$ cat src/hdl/lsps_pkg.sv
package lsps_pkg;

	localparam int SENSOR_COUNT = 7;
	localparam int CENTRE       = (SENSOR_COUNT - 1) / 2;
	localparam int WEIGHT_STEP  = 1000;

	localparam int CNT_W     = $clog2(SENSOR_COUNT + 1);
	localparam int SSUM_W    = $clog2(CENTRE * SENSOR_COUNT + 1) + 1;
	localparam int AW        = $clog2(WEIGHT_STEP * CENTRE * SENSOR_COUNT + 1);
	localparam int DIV_CNT_W = $clog2(AW);

	localparam int GAIN_W    = 8;
	localparam int SETP_W    = 13;
	localparam int ERR_W     = 14;
	localparam int DELTA_W   = ERR_W + 1;
	localparam int CORR_W    = 24;
	localparam int MAC_CNT_W = $clog2(GAIN_W);
	localparam int STATUS_W  = 2;
	localparam int CFG_IDX_W = 2;

	localparam int ERR_MAX = 8191;
	localparam int ERR_MIN = -8192;

	localparam logic [GAIN_W-1:0]        PROP_GAIN_RST  = GAIN_W'(5);
	localparam logic [GAIN_W-1:0]        DERIV_GAIN_RST = GAIN_W'(40);
	localparam logic signed [SETP_W-1:0] SETPOINT_RST   = '0;
	localparam logic                     INVERT_RST     = 1'b1;

	localparam logic [STATUS_W-1:0] STATUS_NONE     = 2'd0;
	localparam logic [STATUS_W-1:0] STATUS_SIDES    = 2'd1;
	localparam logic [STATUS_W-1:0] STATUS_CENTERED = 2'd2;

	typedef enum logic [CFG_IDX_W-1:0] {
		REG_PROP_GAIN  = 2'd0,
		REG_DERIV_GAIN = 2'd1,
		REG_SETPOINT   = 2'd2,
		REG_INVERT     = 2'd3
	} cfg_reg_t;

	typedef struct packed {
		logic [GAIN_W-1:0]        prop_gain;
		logic [GAIN_W-1:0]        deriv_gain;
		logic signed [SETP_W-1:0] setpoint;
		logic                     invert;
	} cfg_t;

endpackage

$ cat src/hdl/lsps_cfg_regs.sv
module lsps_cfg_regs import lsps_pkg::*; (
	input  logic                 clk,
	input  logic                 arst_n,
	input  logic                 cfg_valid,
	output logic                 cfg_ready,
	input  logic [CFG_IDX_W-1:0] cfg_index,
	input  logic [SETP_W-1:0]    cfg_data,
	output cfg_t                 cfg
);

	cfg_t cfg_q;

	assign cfg_ready = 1'b1;
	assign cfg       = cfg_q;

	always_ff @(posedge clk or negedge arst_n) begin
		if (!arst_n) begin
			cfg_q.prop_gain  <= PROP_GAIN_RST;
			cfg_q.deriv_gain <= DERIV_GAIN_RST;
			cfg_q.setpoint   <= SETPOINT_RST;
			cfg_q.invert     <= INVERT_RST;
		end else if (cfg_valid && cfg_ready) begin
			case (cfg_reg_t'(cfg_index))
				REG_PROP_GAIN:  cfg_q.prop_gain  <= cfg_data[GAIN_W-1:0];
				REG_DERIV_GAIN: cfg_q.deriv_gain <= cfg_data[GAIN_W-1:0];
				REG_SETPOINT:   cfg_q.setpoint   <= $signed(cfg_data);
				REG_INVERT:     cfg_q.invert     <= cfg_data[0];
				default: ;
			endcase
		end
	end

endmodule

$ cat src/hdl/lsps_div.sv
module lsps_div import lsps_pkg::*; (
	input  logic             clk,
	input  logic             arst_n,
	input  logic             start,
	input  logic [AW-1:0]    dividend,
	input  logic [CNT_W-1:0] divisor,
	output logic             done,
	output logic [AW-1:0]    quotient
);

	logic                 busy_q;
	logic                 done_q;
	logic [DIV_CNT_W-1:0] cnt_q;
	logic [AW-1:0]        dvd_q;
	logic [CNT_W-1:0]     rem_q;
	logic [CNT_W-1:0]     dsr_q;

	logic [CNT_W:0]   trial;
	logic [CNT_W:0]   diff;
	logic             fits;
	logic [CNT_W-1:0] rem_next;

	// restoring divide, one quotient bit per cycle; quotient shifts in behind the dividend
	always_comb begin
		trial    = {rem_q, dvd_q[AW-1]};
		diff     = trial - {1'b0, dsr_q};
		fits     = trial >= {1'b0, dsr_q};
		rem_next = fits ? diff[CNT_W-1:0] : trial[CNT_W-1:0];
	end

	always_ff @(posedge clk or negedge arst_n) begin
		if (!arst_n) begin
			busy_q <= 1'b0;
			done_q <= 1'b0;
			cnt_q  <= '0;
		end else begin
			done_q <= 1'b0;
			if (start) begin
				busy_q <= 1'b1;
				cnt_q  <= '0;
			end else if (busy_q) begin
				if (cnt_q == DIV_CNT_W'(AW - 1)) begin
					busy_q <= 1'b0;
					done_q <= 1'b1;
				end else begin
					cnt_q <= cnt_q + 1'b1;
				end
			end
		end
	end

	always_ff @(posedge clk) begin
		if (start) begin
			dvd_q <= dividend;
			rem_q <= '0;
			dsr_q <= divisor;
		end else if (busy_q) begin
			dvd_q <= {dvd_q[AW-2:0], fits};
			rem_q <= rem_next;
		end
	end

	assign done     = done_q;
	assign quotient = dvd_q;

endmodule

$ cat src/hdl/lsps_mac.sv
module lsps_mac import lsps_pkg::*; (
	input  logic                      clk,
	input  logic                      arst_n,
	input  logic                      start,
	input  logic signed [ERR_W-1:0]   err,
	input  logic signed [DELTA_W-1:0] delta,
	input  logic [GAIN_W-1:0]         prop_gain,
	input  logic [GAIN_W-1:0]         deriv_gain,
	output logic                      done,
	output logic signed [CORR_W-1:0]  product
);

	logic                     busy_q;
	logic                     done_q;
	logic [MAC_CNT_W-1:0]     cnt_q;
	logic signed [CORR_W-1:0] mp_q;
	logic signed [CORR_W-1:0] md_q;
	logic [GAIN_W-1:0]        pg_q;
	logic [GAIN_W-1:0]        dg_q;
	logic signed [CORR_W-1:0] acc_q;

	logic signed [CORR_W-1:0] add_p;
	logic signed [CORR_W-1:0] add_d;

	// one bit of each gain per cycle, LSB first
	assign add_p = pg_q[0] ? mp_q : '0;
	assign add_d = dg_q[0] ? md_q : '0;

	always_ff @(posedge clk or negedge arst_n) begin
		if (!arst_n) begin
			busy_q <= 1'b0;
			done_q <= 1'b0;
			cnt_q  <= '0;
		end else begin
			done_q <= 1'b0;
			if (start) begin
				busy_q <= 1'b1;
				cnt_q  <= '0;
			end else if (busy_q) begin
				if (cnt_q == MAC_CNT_W'(GAIN_W - 1)) begin
					busy_q <= 1'b0;
					done_q <= 1'b1;
				end else begin
					cnt_q <= cnt_q + 1'b1;
				end
			end
		end
	end

	always_ff @(posedge clk) begin
		if (start) begin
			mp_q  <= CORR_W'(err);
			md_q  <= CORR_W'(delta);
			pg_q  <= prop_gain;
			dg_q  <= deriv_gain;
			acc_q <= '0;
		end else if (busy_q) begin
			acc_q <= acc_q + add_p + add_d;
			mp_q  <= mp_q <<< 1;
			md_q  <= md_q <<< 1;
			pg_q  <= pg_q >> 1;
			dg_q  <= dg_q >> 1;
		end
	end

	assign done    = done_q;
	assign product = acc_q;

endmodule

$ cat src/hdl/line_sensor_pd_steering_unit.sv
// Line-follower steering: weighted line position from the sensor row, then a PD law.
// Input channel: raw_sensors with in_valid/in_stall; a word is taken when in_valid
// is high and in_stall low. Output channel: correction, no_line, all_clear and
// line_status with out_valid/out_stall; one result word per input word.
// Config channel: cfg_valid/cfg_ready with cfg_index and cfg_data, always ready;
// write only while the block is idle. Index 0 prop gain, 1 deriv gain,
// 2 setpoint, 3 sensor invert.
// From accept, a word runs through the bit-serial position divide (one quotient
// bit a cycle) and the shift-add gain multiply (one gain bit a cycle); the
// divide is skipped when no sensor is set.
// One word is in work at a time: in_stall is high from accept until the result
// is loaded into the output register, so no new word is taken before that.
// A stalled receiver holds the result in the output register; the next word is
// still accepted and finishes, then waits until the register frees.
// Reset restores the register defaults and clears the stored last error.
module line_sensor_pd_steering_unit import lsps_pkg::*; (
	input  logic                     clk,
	input  logic                     arst_n,
	input  logic                     in_valid,
	output logic                     in_stall,
	input  logic [SENSOR_COUNT-1:0]  raw_sensors,
	output logic                     out_valid,
	input  logic                     out_stall,
	output logic signed [CORR_W-1:0] correction,
	output logic                     no_line,
	output logic                     all_clear,
	output logic [STATUS_W-1:0]      line_status,
	input  logic                     cfg_valid,
	output logic                     cfg_ready,
	input  logic [CFG_IDX_W-1:0]     cfg_index,
	input  logic [SETP_W-1:0]        cfg_data
);

	localparam int POS_W     = AW + 1;
	localparam int ERR_RAW_W = ((POS_W > SETP_W) ? POS_W : SETP_W) + 1;
	localparam logic signed [ERR_RAW_W-1:0] ERR_HI = ERR_RAW_W'(ERR_MAX);
	localparam logic signed [ERR_RAW_W-1:0] ERR_LO = ERR_RAW_W'(ERR_MIN);

	typedef enum logic [4:0] {
		S_IDLE   = 5'b00001,
		S_DIVIDE = 5'b00010,
		S_ERROR  = 5'b00100,
		S_MULT   = 5'b01000,
		S_DONE   = 5'b10000
	} state_t;

	cfg_t   cfg;
	state_t state_q;

	logic accept;
	logic div_start;
	logic div_done;
	logic [AW-1:0] quotient;
	logic mac_start;
	logic mac_done;
	logic signed [CORR_W-1:0] product;

	// front end
	logic [SENSOR_COUNT-1:0] bits;
	logic signed [SSUM_W-1:0] ssum;
	logic [CNT_W-1:0] cnt;
	logic centre_white;
	logic side_white;
	logic [SSUM_W-1:0] ssum_mag;
	logic [AW-1:0] wabs;
	logic [STATUS_W-1:0] status;

	logic neg_q;
	logic nl_q;
	logic ac_q;
	logic [STATUS_W-1:0] st_q;
	logic signed [ERR_W-1:0] last_error_q;

	logic signed [POS_W-1:0] pos;
	logic signed [ERR_RAW_W-1:0] err_raw;
	logic signed [ERR_W-1:0] err;
	logic signed [DELTA_W-1:0] delta;

	logic out_valid_q;
	logic signed [CORR_W-1:0] correction_q;
	logic no_line_q;
	logic all_clear_q;
	logic [STATUS_W-1:0] status_q;
	logic out_load;

	lsps_cfg_regs u_cfg (
		.clk       (clk),
		.arst_n    (arst_n),
		.cfg_valid (cfg_valid),
		.cfg_ready (cfg_ready),
		.cfg_index (cfg_index),
		.cfg_data  (cfg_data),
		.cfg       (cfg)
	);

	assign in_stall = (state_q != S_IDLE);
	assign accept   = in_valid && !in_stall;

	always_comb begin
		bits         = raw_sensors ^ {SENSOR_COUNT{cfg.invert}};
		ssum         = '0;
		cnt          = '0;
		centre_white = 1'b0;
		side_white   = 1'b0;
		for (int k = 0; k < SENSOR_COUNT; k++) begin
			if (bits[k]) begin
				ssum = ssum + SSUM_W'(k - CENTRE);
				cnt  = cnt + 1'b1;
			end else if (k >= CENTRE - 1 && k <= CENTRE + 1) begin
				centre_white = 1'b1;
			end else begin
				side_white = 1'b1;
			end
		end
		ssum_mag = ssum[SSUM_W-1] ? SSUM_W'(-ssum) : SSUM_W'(ssum);
		wabs     = AW'(32'(ssum_mag) * WEIGHT_STEP);
		if (centre_white && !side_white) begin
			status = STATUS_CENTERED;
		end else if (side_white) begin
			status = STATUS_SIDES;
		end else begin
			status = STATUS_NONE;
		end
	end

	assign div_start = accept && (cnt != '0);

	lsps_div u_div (
		.clk      (clk),
		.arst_n   (arst_n),
		.start    (div_start),
		.dividend (wabs),
		.divisor  (cnt),
		.done     (div_done),
		.quotient (quotient)
	);

	always_ff @(posedge clk) begin
		if (accept) begin
			neg_q <= ssum[SSUM_W-1];
			nl_q  <= (cnt == '0);
			ac_q  <= (bits == '0);
			st_q  <= status;
		end
	end

	// truncation toward zero: divide the magnitude, then restore the sign
	always_comb begin
		pos     = neg_q ? -$signed({1'b0, quotient}) : $signed({1'b0, quotient});
		err_raw = ERR_RAW_W'(pos) - ERR_RAW_W'(cfg.setpoint);
		if (nl_q) begin
			err = last_error_q;
		end else if (err_raw > ERR_HI) begin
			err = ERR_HI[ERR_W-1:0];
		end else if (err_raw < ERR_LO) begin
			err = ERR_LO[ERR_W-1:0];
		end else begin
			err = err_raw[ERR_W-1:0];
		end
		delta = DELTA_W'(err) - DELTA_W'(last_error_q);
	end

	assign mac_start = (state_q == S_ERROR);

	lsps_mac u_mac (
		.clk        (clk),
		.arst_n     (arst_n),
		.start      (mac_start),
		.err        (err),
		.delta      (delta),
		.prop_gain  (cfg.prop_gain),
		.deriv_gain (cfg.deriv_gain),
		.done       (mac_done),
		.product    (product)
	);

	assign out_load = (state_q == S_DONE) && (!out_valid_q || !out_stall);

	always_ff @(posedge clk or negedge arst_n) begin
		if (!arst_n) begin
			state_q      <= S_IDLE;
			last_error_q <= '0;
			out_valid_q  <= 1'b0;
		end else begin
			case (state_q)
				S_IDLE: begin
					if (accept) begin
						state_q <= (cnt == '0) ? S_ERROR : S_DIVIDE;
					end
				end
				S_DIVIDE: begin
					if (div_done) begin
						state_q <= S_ERROR;
					end
				end
				S_ERROR: begin
					last_error_q <= err;
					state_q      <= S_MULT;
				end
				S_MULT: begin
					if (mac_done) begin
						state_q <= S_DONE;
					end
				end
				S_DONE: begin
					if (out_load) begin
						state_q <= S_IDLE;
					end
				end
				default: state_q <= S_IDLE;
			endcase

			if (out_load) begin
				out_valid_q <= 1'b1;
			end else if (!out_stall) begin
				out_valid_q <= 1'b0;
			end
		end
	end

	always_ff @(posedge clk) begin
		if (out_load) begin
			correction_q <= product;
			no_line_q    <= nl_q;
			all_clear_q  <= ac_q;
			status_q     <= st_q;
		end
	end

	assign out_valid   = out_valid_q;
	assign correction  = correction_q;
	assign no_line     = no_line_q;
	assign all_clear   = all_clear_q;
	assign line_status = status_q;

endmodule

$ cat config.mk
export PLATFORM = sky130hd
export DESIGN_NAME = line_sensor_pd_steering_unit
export DESIGN_NICKNAME = d
export VERILOG_FILES = /design/src/hdl/lsps_pkg.sv /design/src/hdl/lsps_cfg_regs.sv /design/src/hdl/lsps_div.sv /design/src/hdl/lsps_mac.sv /design/src/hdl/line_sensor_pd_steering_unit.sv
export SDC_FILE = /design/constraint.sdc
export NUM_CORES = 1
export LEC_CHECK = 0
export ABC_AREA = 1
export BUFFER_PORTS_ARGS = -buffer_cell sky130_fd_sc_hd__buf_2
export CAP_MARGIN = 10
export CORE_MARGIN = 10
export CORE_UTILIZATION = 55
export CTS_CLUSTER_DIAMETER = 80
export DETAILED_ROUTE_END_ITERATION = 8
export MAX_ROUTING_LAYER = met4
export PLACE_DENSITY_LB_ADDON = 0.3
export SLEW_MARGIN = 10
export SYNTH_ARGS = -nofsm -noshare
export SYNTH_HDL_FRONTEND = slang
export SYNTH_HIERARCHICAL = 1
export SYNTH_SLANG_ARGS = --single-unit
$ cat constraint.sdc
create_clock -name clk -period 6.84 [get_ports clk]
set_input_delay 1.026 -clock clk [delete_from_list [all_inputs] [get_ports clk]]
set_output_delay 1.026 -clock clk [all_outputs]
set_load 0.01 [all_outputs]
==> flow_summary.json <==
{
  "final_util_pct": 61.69,
  "synth_async_sr_flop_share_pct": 30.05,
  "drtIter0Drc": 708,
  "ys_warn_count": 6,
  "fin_tns_setup_ps": 0,
  "yosysMostFrequentCell": "nand2_1",
  "place_area_um2": 15320,
  "grt_max_degree": 70,
  "ant_nets": 0,
  "crit_type": "flip-flop to flip-flop",
  "hold-worst-slack_ps": 426.8,
  "synth_area_leader_cell": "edfxtp_1",
  "muxShareOfSynthArea_pct": 0,
  "cts_sinks": 203,
  "hold_violations": 0,
  "relSlewSlack_pct": 26.94,
  "area_delta_synth_final_pct": 10.06,
  "nFillCells": 2418,
  "critPathMaxStageDelay_ps": 620,
  "finalCritPeriodShare_pct": 94.44,
  "clkLatencyLatePin_ps": 520,
  "synth_top_family_by_area": "simple AND/OR/NAND/NOR gates",
  "path_clk_slew_ps": 60,
  "cts-root-buf": "clkbuf_16",
  "grt_overflow": 0,
  "grt_pass1_vias": 11909,
  "synth_seq_area_share_pct": 37.74,
  "gp_congestion": 0.9037,
  "synthCells": 1923,
  "synth_edf_count": 115,
  "synthAdderAreaFrac_pct": 13.33,
  "postLayoutCellArea_um2": 16120,
  "avgSynthCellArea_um2": 7.617,
  "synth_ff_type": "edfxtp_1",
  "cp_data_arrival_time_ps": 6730,
  "drive_gt1_share_pct": 11.06,
  "setup_viol": 0,
  "num_rows": 59,
  "status": "finished clean",
  "layout_min_cycle_time_ps": 6459,
  "drc": 0,
  "die_area_um2": 33560,
  "crit_top_cell": "nand2_1",
  "wl_mm": 32.66,
  "max_freq_mhz": 154.8,
  "ys_types": 52,
  "cp.required_ps": 7110,
  "cts_tree": "built",
  "start_util_pct": 56.05,
  "drt-vias-per-instance": 5.163,
  "first_pass_iters": 6,
  "wl_per_cell_um": 13.95,
  "synth_compound_area_share_pct": 4.912,
  "cts-hold-fix-buffers": 0,
  "dieHeight_um": 183.2,
  "end_kind": "flip-flop",
  "min_path_type": "flip-flop to flip-flop",
  "antenna_cells": 0,
  "synthTopCellsByCount": "nand2_1 (734), inv_1 (293), edfxtp_1 (115), nand3_1 (102), ha_1 (92)",
  "layout.nets": 2148,
  "htreeDepth": 1,
  "yosys.area_share.simple_pct": 31.05,
  "slowest_stage": "dfstp_2",
  "cts_inserted_buffers": 24,
  "synth_top_area_share_pct": 23.58,
  "synth-xor-area-share_pct": 3.323,
  "die_w_um": 183.2,
  "max_slew.worst_pin.slew_ps": 1092,
  "yosys_register_bits": 203,
  "crit_path_start_kind": "flip-flop",
  "core_um2": 26130,
  "grt_pass1_wl_mm": 55.76,
  "track_usage_pct": 20.26,
  "synthesis.area_um2": 14650,
  "path_max_fanout": 8,
  "synth_area_leaders": "edfxtp_1 (24%), nand2_1 (19%), dfrtp_1 (9.4%)",
  "vias": 12091,
  "antenna_found_initial": 0,
  "finClkSkew_ps": 14.22,
  "port_buffers": 56,
  "cts.path.max_buffers": 3,
  "io_pins": 58,
  "dp_hpwl_mm": 25.43,
  "timing.final.max_slew_violations": 0,
  "drv_cap": 0
}
[registers in the layout, summed over array words and instances (netlist names), 3 cells and up]
name,flops
u_mac/md_q,24
u_div/cnt_q,4
u_mac/dg_q,8
correction,24
u_mac/mp_q,24
u_div/dsr_q,3
u_div/quotient,15
u_div/rem_q,3
state_q,5
u_cfg/cfg,30
u_mac/product,24
u_mac/cnt_q,3
u_mac/pg_q,8
last_error_q,14
[worst paths after layout]
path / cells past startpoint / slack, ps / from / end
min: 0 / 430 / ac_q$_DFFE_PP_ / all_clear$_DFFE_PP_
max reg2reg: 37 / 380 / u_cfg/cfg[0]$_DFFE_PN1P_ / u_div/quotient[13]$_DFFE_PP_
min reg2reg: 0 / 430 / ac_q$_DFFE_PP_ / all_clear$_DFFE_PP_
max: 37 / 380 / u_cfg/cfg[0]$_DFFE_PN1P_ / u_div/quotient[13]$_DFFE_PP_
min in group asynchronous: 2 / 700 / arst_n / last_error_q[13]$_DFFE_PN0P_
max in group asynchronous: 2 / 5580 / arst_n / state_q[1]$_DFFE_PN0P_
[placed cells by master (no fill, tap or decap), types with 13 or more instances in the layout]
cell type,Yosys,final
xnor2_1,18,18
a21oi_1,44,42
xor2_1,32,32
clkbuf_1,18,13
nand2_2,24,24
nand4_1,40,40
o21ai_0,34,34
nor2_1,85,84
buf_4,7,26
edfxtp_1,115,115
ha_1,92,91
nand2_1,734,734
dfxtp_1,27,27
fa_1,40,39
dfrtp_1,55,55
clkbuf_16,0,25
inv_2,15,15
nand3_1,102,101
nand3_2,13,14
buf_2,15,56
inv_1,293,292
[metrics by stage]
| stage | std cells | worst slack (ps) |
|---|---|---|
| floorplan | 1925 | 98.44 |
| global placement | 2297 | 65.03 |
| detailed placement | 2297 | -87.62 |
| CTS | 2341 | 314.7 |
| global route | 2342 | -48.43 |
| finish | 2342 | 380.6 |
[cells by family after synthesis]
| family | count (synthesis) |
|---|---|
| AO/OA/AOI/OAI | 124 |
| XOR/XNOR | 53 |
| adder cells (fa/ha/maj) | 132 |
| buffers and inverters | 354 |
| flip-flops | 203 |
| other | 2 |
| AND/OR/NAND/NOR | 1055 |
[critical path: cells and delay by family (launching register included)]
family / cells / cell delay [ps]
simple gates: 18 / 1670
buf+inv: 7 / 660
fa+ha+maj: 8 / 2480
flops: 1 / 620
xor+xnor: 2 / 280
compound gates: 2 / 490
[timing repair]
| action | 4_1_cts | 5_1_grt |
|---|---|---|
| endpoints found under the setup margin | 0 | 2 |
| buffers inserted | 0 | 1 |
| resized for setup | 0 | 8 |
[cell type report]
class	instances	area, um2	area share (%)
clock buffers	41	715.7	4.439
well taps	335	419.2	2.600
clock inverters	3	43.79	0.2716
flip-flops and latches	203	5528	34.29
inverters	309	1165	7.225
repair buffers	83	490.5	3.042
multi-input cells	1368	7760	48.13
[per-layer routing]
layer  GRT usage, %  share of wire [%]
met1          23.99                 44
met2          35.76                 50
met3          2.312                3.5
met4          5.574                2.6
met5              -                  0
Power is not shown: default switching activity piles up to over one toggle a cycle in this logic, so the estimate is an artifact.
